$ cat src/rtl/run_length_line_table_macros.svh
// ---------------------------------------------------------------------------
// run_length_line_table_macros.svh
// Assertion macros used by the line table top level.
// ---------------------------------------------------------------------------
`ifndef RUN_LENGTH_LINE_TABLE_MACROS_SVH
`define RUN_LENGTH_LINE_TABLE_MACROS_SVH

// Same-cycle implication, checked on every rising edge outside reset.
`define RLT_ASSERT_NOW(label, ante, cons, msg) \
  label: assert property (@(posedge clk) disable iff (rst) (ante) |-> (cons)) \
    else $error(msg);

// Next-cycle implication, checked on every rising edge outside reset.
`define RLT_ASSERT_NEXT(label, ante, cons, msg) \
  label: assert property (@(posedge clk) disable iff (rst) (ante) |=> (cons)) \
    else $error(msg);

`endif

$ cat src/rtl/rlt_pkg.sv
// ---------------------------------------------------------------------------
// rlt_pkg
// Sizes, status codes and shared types of the run-length line table.
// ---------------------------------------------------------------------------
package rlt_pkg;

  localparam int RUN_DEPTH  = 256;
  localparam int CODE_SPACE = 65536;

  localparam int IDX_W     = (RUN_DEPTH > 1) ? $clog2(RUN_DEPTH) : 1;
  localparam int CNT_W     = $clog2(RUN_DEPTH + 1);
  localparam int LEN_W     = $clog2(CODE_SPACE + 1);
  localparam int LINE_W    = 16;
  localparam int OFF_W     = 16;
  localparam int COUNT_W   = 8;
  localparam int CMP_W     = (LEN_W > OFF_W) ? LEN_W : OFF_W;
  localparam int ENTRY_W   = LINE_W + LEN_W;

  localparam logic OP_WRITE  = 1'b0;
  localparam logic OP_LOOKUP = 1'b1;

  localparam logic [1:0] ST_OK       = 2'd0;
  localparam logic [1:0] ST_FULL     = 2'd1;
  localparam logic [1:0] ST_OVERFLOW = 2'd2;
  localparam logic [1:0] ST_EMPTY    = 2'd3;

  typedef struct packed {
    logic               operation;
    logic [COUNT_W-1:0] byte_count;
    logic [LINE_W-1:0]  source_line;
    logic [OFF_W-1:0]   code_offset;
  } req_t;

  typedef struct packed {
    logic [1:0]        status;
    logic [LINE_W-1:0] line_number;
  } rsp_t;

  // Controller to datapath.
  typedef struct packed {
    logic load;         // capture request, open the search window
    logic write;        // perform the write and set its result
    logic probe;        // read the run at the window midpoint
    logic compare;      // narrow the window with the returned run
    logic finish_empty; // set the empty-table result
    logic finish_found; // set the lookup result from the best run so far
  } cmd_t;

  // Datapath to controller.
  typedef struct packed {
    logic is_lookup;
    logic empty;
    logic more;         // search window still holds runs
  } stat_t;

endpackage

$ cat src/rtl/rlt_ctrl.sv
// ---------------------------------------------------------------------------
// rlt_ctrl
// Sequencer: one request at a time, write or binary-search lookup.
// ---------------------------------------------------------------------------
module rlt_ctrl (
  input  logic           clk,
  input  logic           rst,
  input  logic           req_valid,
  output logic           req_ready,
  output logic           rsp_valid,
  input  logic           rsp_ready,
  input  rlt_pkg::stat_t stat,
  output rlt_pkg::cmd_t  cmd
);
  import rlt_pkg::*;

  localparam logic [2:0] S_IDLE  = 3'd0;
  localparam logic [2:0] S_WRITE = 3'd1;
  localparam logic [2:0] S_PROBE = 3'd2;
  localparam logic [2:0] S_CMP   = 3'd3;
  localparam logic [2:0] S_DONE  = 3'd4;

  logic [2:0] state;
  logic [2:0] state_next;

  assign req_ready = (state == S_IDLE);
  assign rsp_valid = (state == S_DONE);

  always_comb begin
    state_next = state;
    cmd        = '0;
    unique case (state)
      S_IDLE: begin
        if (req_valid) begin
          cmd.load   = 1'b1;
          state_next = S_WRITE;
        end
      end
      S_WRITE: begin
        // captured operation decides the path
        if (stat.is_lookup) begin
          state_next = S_PROBE;
        end else begin
          cmd.write  = 1'b1;
          state_next = S_DONE;
        end
      end
      S_PROBE: begin
        priority if (stat.empty) begin
          cmd.finish_empty = 1'b1;
          state_next       = S_DONE;
        end else if (stat.more) begin
          cmd.probe  = 1'b1;
          state_next = S_CMP;
        end else begin
          cmd.finish_found = 1'b1;
          state_next       = S_DONE;
        end
      end
      S_CMP: begin
        cmd.compare = 1'b1;
        state_next  = S_PROBE;
      end
      S_DONE: begin
        if (rsp_ready) begin
          state_next = S_IDLE;
        end
      end
      default: begin
        state_next = S_IDLE;
      end
    endcase
  end

  always_ff @(posedge clk) begin
    if (rst) begin
      state <= S_IDLE;
    end else begin
      state <= state_next;
    end
  end

endmodule

$ cat config.mk
export PLATFORM = sky130hd
export DESIGN_NAME = rlt_ctrl
export DESIGN_NICKNAME = d
export VERILOG_FILES = /design/src/rtl/run_length_line_table_macros.svh /design/src/rtl/rlt_pkg.sv /design/src/rtl/rlt_ctrl.sv
export SDC_FILE = /design/constraint.sdc
export NUM_CORES = 1
export LEC_CHECK = 0
export ABC_AREA = 1
export BUFFER_PORTS_ARGS = -buffer_cell sky130_fd_sc_hd__buf_4
export CORE_AREA = 2 2 39 41
export DETAILED_ROUTE_END_ITERATION = 12
export DIE_AREA = 0 0 41 43
export HOLD_SLACK_MARGIN = 0.05
export REMOVE_ABC_BUFFERS = 1
export SYNTH_ARGS = -nofsm -noshare
export SYNTH_HDL_FRONTEND = slang
export SYNTH_SLANG_ARGS = --single-unit
$ cat constraint.sdc
create_clock -name clk -period 1.1 [get_ports clk]
set_clock_uncertainty 0.1 [all_clocks]
set_input_delay 0.22 -clock clk [delete_from_list [all_inputs] [get_ports clk]]
set_output_delay 0.22 -clock clk [all_outputs]
set_load 0.01 [all_outputs]
Word level (Yosys, flattened, before mapping)
Index checks and enable logic that the tools add are counted.

storage, ports and cells
  input port bits = 7
  logic and storage cells = 27
  flip-flop bits (word level) = 3
  output and inout port bits = 8

cells by class
  reduce and logical (&&, ||, !) cells = 2
  multiplexer cells = 18
  equality and inequality tests = 6

operators by type and width
  kind                                                  number
  two-way mux 3 bit                                     5
  one-hot mux 3 bit (5 select lines)                    1
  two-way mux 1 bit                                     11
  equality test 3 x 2 -> 1 bit (second input constant)  2
  equality test 3 x 1 -> 1 bit (second input constant)  1
  equality test 3 bit (second input constant)           1
  zero test 3 bit                                       1
  two-way mux 2 bit                                     1
  != test 2 x 1 -> 1 bit (second input constant)        1
  != test 2 bit (second input constant)                 1
  AND reduction 2 bit                                   1

Logic depth before layout (Yosys ltp)
Gate-level depths: netlist (run 1).

  depth in word-level cells = 3
  depth in mapped cells = 6
  mapped depth without buffers = 6

Least setup slack after synthesis (run 1)
No wires, ideal clock.

  path type = reg2out
  start point = register state[0]
  end point = output port cmd[0] (netlist bit)
  setup slack = -0.004 ns
  required time = 0.780 ns
  cell stages (with the launch flop) = 4
  data arrival time = 0.784 ns
  path buffers = 0
  cell sequence = dfxtp_1 > nor2_2 > nand2_1 > nor3_1

RTL lines
  what                    RTL line        source
  from (decl)             rlt_ctrl.sv:23  logic [2:0] state;
  from (signal assigned)  rlt_ctrl.sv:79  state <= state_next;
  to (decl)               rlt_ctrl.sv:13  output rlt_pkg::cmd_t cmd

==> out/results.tsv, run 1 <==
metric	value	unit
status	finished with violations	
failing checks	setup timing	
CTS Root Cell	clkbuf_4	
fmax	0.742	GHz
CP required	0.78	ns
fin nets	75	
Synth Area in Adders	0	
Final min period	1.35	ns
area of the multi-input gates	166	um2
CP endpoint kind	output pin	
Post-Synth XOR/XNOR Area	0	
ranking of synthesized cells by area	dfxtp_1 26%, inv_1 20%, nand2_1 11%	
die footprint	1760	um2
Hold Violations, Final	0	
vias per inst	4.11	
Synth Area in Compound Gates	0.0437	
max_slew headroom	0.898	
Skew-Pair Late Insertion Delay	0.23	ns
multiplexer share of the synthesized area	0	
Core Rows	14	
drt total wl	712	um
crit-path max FO	3	
IO Port Bufs	14	
H-tree depth	1	
initial antenna violation count	0	
DRT antenna net count	0	
DRC	0	
P_int	436	uW
switching share of total power	0.343	
worst vdd ir	0.462	mV
Post-Synth Simple-Gate Area	0.497	
Yosys reg bits	3	
clock sink count	3	
largest family of logic cells by synthesized area	simple AND/OR/NAND/NOR gates	
Critical Path Source Type	flip-flop	
total power draw	663	uW
HPWL after DPL	501	um
RSZ-0062 raised after global routing	true	
Combinational Power Share	0.461	
sequential element share of the synthesized area	0.262	
Reg clk slew, reported paths	0.04	ns
Filler cells	159	
io pins	15	
crit path kind	reg2out	
vias in the first global route	318	
Synth Warn #	0	
Final setup viols	10	
register share of total power	0.248	
register area	71.3	um2
cell accounting for the most synthesized area	dfxtp_1	
CP Data Arrival Time	1.03	ns
Die Ht	43	um
DRT iter0 DRCs	2	
final setup margin	-0.247	ns
Switching Power	227	uW
Total GRT Usage	0.0972	
global route total overflow	0	
biggest regs	state (3)	
Pleak	0.286	nW
syn_area_per_cell	5.45	um2
Max-Cap Viols	0	
Clock power frac	0.291	
Num CTS Buffers	3	
Reg with most FFs	state	
routed len/inst	8.58	um
Final TNS setup	-1.65	ns
first-pass GRT wire length	1.10	mm
Hold Crit Class	in2reg	
largest net degree at the start of global routing	8	
initial core utilization	0.165	
GPL Wtd Cong	0.678	
number of flip-flops under the largest register name	3	
CTS tree	built	
worst-margin pin slew	0.152	ns
pre-CTS setup slack	-0.0469	ns
Mapped Area	229	um2
final core occ	0.363	
core area	1380	um2
area grow syn2layout	120	%
Die Wd	41	um
count of different cell masters after synthesis	10	
TritonRoute pass-1 iters	4	
vias post-DR	341	
Antenna diodes	0	
Cells after Synth	42	
PwrDens	1320	nW/um2
Max clock buf depth	2	
fin crit share	1.22	
share of layout cells above drive strength 1	0.597	
Yosys top cell area share	0.262	
Pins Over Slew Limit	0	
-- timing repair --
| action | in CTS | in global routing |
|---|---|---|
| hold endpoints to repair | 1 | 0 |
| setup endpoints to repair | 9 | 10 |
| hold buffers | 1 | 0 |
| gates resized for setup | 10 | 14 |
| pin swaps | 4 | 3 |
| buffers inserted | 2 | 2 |
-- per-layer routing --
layer	global-route usage	vias up	share of wire
met5	0	-	0
met4	0.0800	0	0.0084
met3	0.0471	2	0.079
met2	0.159	11	0.57
met1	0.0799	152	0.34
li1	-	176	-
-- final cells by class --
cell class | instances | area share
inverter | 12 | 0.0945
tap | 16 | 0.0398
multi-input combinational | 27 | 0.331
clock buffer | 4 | 0.0522
sequential | 3 | 0.142
timing repair buffer | 21 | 0.341
-- power groups by stage --
stage	clock (mW)	combinational, mW	sequential, mW
6_report	0.193	0.306	0.164
3_5_place_dp	0	0.217	0.145
2_1_floorplan	0	0.117	0.142
5_1_grt	0.212	0.336	0.167
3_3_place_gp	0	0.215	0.144
4_1_cts	0.200	0.251	0.159
-- critical path, stage by stage, from the launching register on --
cell     delay, ns
dfxtp_4       0.36
nor2_4        0.13
nand2_2       0.07
nor3_2        0.10
buf_4         0.14
-- metrics by stage --
stage               hold WS, ns  cells  instance area, um2
detailed placement        0.287     75                 377
floorplan                 0.189     42                 229
global route              0.229     83                 503
CTS                       0.208     82                 452
global placement          0.285     75                 377
finish                    0.214     83                 503
-- final timing paths --
| path | endpoint | slack (ns) | cells past startpoint | from |
|---|---|---|---|---|
| hold reg to reg | state[1] | 0.55 | 2 | state[1] |
| hold / removal | state[1] | 0.21 | 3 | stat[2] |
| setup reg to reg | state[2] | -0.02 | 8 | state[0] |
| setup / recovery | cmd[0] | -0.25 | 4 | state[0] |
-- logic make-up after synthesis --
group | Yosys count
DFF | 3
and+or+nand+nor | 25
AOI/OAI and AO/OA | 2
buffers and inverters | 12
-- layout by cell type (no fill, tap or decap), drive strengths merged --
| master | instances |
|---|---|
| inv | 12 |
| o21ai | 1 |
| dfxtp | 3 |
| nand3 | 5 |
| nor2 | 10 |
| clkbuf | 4 |
| buf | 20 |
| nand2 | 7 |
| dlygate4sd3 | 1 |
| a21oi | 1 |
| nand3b | 1 |
| nor3 | 2 |
-- cell usage after synthesis, drive strengths merged --
library cell / count
dfxtp: 3
o21ai: 1
a21oi: 1
nand2: 7
inv: 12
nor2: 10
nand3: 5
nand3b: 1
nor3: 2
No activity file was read; power rests on OpenSTA's default activity.
==> inputs of run 2 (changes only) <==
==> constraint.sdc (replaced) <==
create_clock -name clk -period 1.3 [get_ports clk]
set_clock_uncertainty 0.1 [all_clocks]
set_input_delay 0.26 -clock clk [delete_from_list [all_inputs] [get_ports clk]]
set_output_delay 0.26 -clock clk [all_outputs]
set_load 0.01 [all_outputs]
==> out/results.tsv, run 2 (synthesized netlist as in run 1, its figures left out) <==
metric	value	unit
final hold slack	0.0764	ns
status	finished with violations	
GPL Wtd Cong	0.656	
Final min period	1.39	ns
Max-Cap Viols	0	
Reg clk slew, reported paths	0.04	ns
crit path kind	reg2out	
CP required	0.94	ns
register share of total power	0.267	
commonest cells after routing, fill and taps aside	18 x buf_4, 10 x inv_1, 7 x nor2_1	
max_slew headroom	0.891	
GR Util met1	0.0639	
H-tree depth	1	
Final setup viols	7	
Clock power frac	0.329	
vias per inst	3.94	
Die Ht	43	um
largest net degree at the start of global routing	8	
global route total overflow	0	
routed len/inst	7.94	um
die footprint	1760	um2
Pleak	0.260	nW
vias in the first global route	281	
GR peak layer	met2	
RSZ-0062 raised after global routing	true	
Hold Violations, Final	0	
CP Launch Point	state[2]	
CP Data Arrival Time	1.03	ns
PwrDens	1150	nW/um2
failing checks	setup timing	
Crit-path slowest cell	dfxtp_4	
Skew-Pair Late Insertion Delay	0.24	ns
number of cells on the worst reg-to-reg path	6	
CP endpoint kind	output pin	
DRT iter0 DRCs	0	
fin crit share	1.07	
HPWL after DPL	466	um
io pins	15	
design area	444	um2
Die Wd	41	um
Switching Power	176	uW
worst vdd ir	0.273	mV
CTS tree	built	
fin nets	72	
reg-to-reg setup timing slack	0.22	ns
initial antenna violation count	0	
TritonRoute pass-1 iters	1	
DRT antenna net count	0	
grt met3 use	0.0314	
Worst Setup EP	cmd[0]	
most common cell after layout, fill and taps aside	buf_4	
Core Rows	14	
Num CTS Buffers	3	
Critical Path Source Type	flip-flop	
area grow syn2layout	94.0	%
P_int	334	uW
Pins Over Slew Limit	0	
switching share of total power	0.345	
RR Startpoint	state[1]	
Max clock buf depth	2	
Combinational Power Share	0.404	
number of flip-flops under the largest register name	3	
DRC	0	
drt total wl	635	um
clock sink count	3	
Total GRT Usage	0.0782	
IO Port Bufs	14	
vias post-DR	315	
Max stage delay on crit path	0.36	ns
fmax	0.721	GHz
hold buffers post-CTS	0	
final setup margin	-0.0869	ns
crit-path max FO	5	
worst-margin pin slew	0.162	ns
Reg2Reg Capture Point	state[0]	
first-pass GRT wire length	876	um
met2 usage	0.125	
Reg with most FFs	state	
Hold Crit Class	in2reg	
initial core utilization	0.165	
share of layout cells above drive strength 1	0.500	
critical path, cell by cell	nor2_4 -> nand2_2 -> nor3_2 -> buf_4	
biggest regs	state (3)	
core area	1380	um2
Antenna diodes	0	
CTS Root Cell	clkbuf_4	
placed cell area	362	um2
## run 2: worst max-delay path: cells and delay by family (launching register included)
kind / cells / cell delay [ns]
flops: 1 / 0.36
buf+inv: 1 / 0.14
simple gates: 3 / 0.30
## run 2: power by group through the flow
stage,clock [mW],combinational (mW),sequential [mW]
after floorplan,0,0.0988,0.120
after global placement,0,0.164,0.122
after detailed placement,0,0.166,0.122
after CTS,0.172,0.207,0.135
after global routing,0.177,0.225,0.138
final,0.168,0.206,0.136
## run 2: final cells by class
class	count	area [um2]
timing repair buffer	18	135
clock buffer	4	26.3
fill	170	940
tap	16	20.0
multi-input combinational	27	144
sequential	3	71.3
inverter	12	47.5
## run 2: worst min path at each step
stage	from	cells past startpoint	to
global placement	rst	2	state[1]
global route	rst	2	state[1]
floorplan	rst	1	state[1]
detailed placement	rst	2	state[1]
finish	rst	2	state[1]
CTS	rst	2	state[1]
## run 2: what timing repair did
item,4_1_cts,5_1_grt
pin swaps,4,0
resized for setup,13,1
buffers inserted,3,0
setup endpoints to repair,8,8
## run 2: routing by layer
layer / vias up / part of all wire
li1: 171 / -
met1: 131 / 0.36
met2: 11 / 0.51
met3: 2 / 0.096
met4: 0 / 0.033
met5: - / 0
## run 2: stage by stage
step	cells	utilization	worst slack [ns]	TNS, ns	total power, mW
CTS	80	0.321	-0.0746	-0.386	0.514
finish	80	0.321	-0.0869	-0.375	0.510
detailed placement	73	0.261	0.113	0	0.288
global placement	73	0.261	0.127	0	0.286
floorplan	42	-	0.156	0	0.219
global route	80	0.321	-0.158	-0.760	0.540
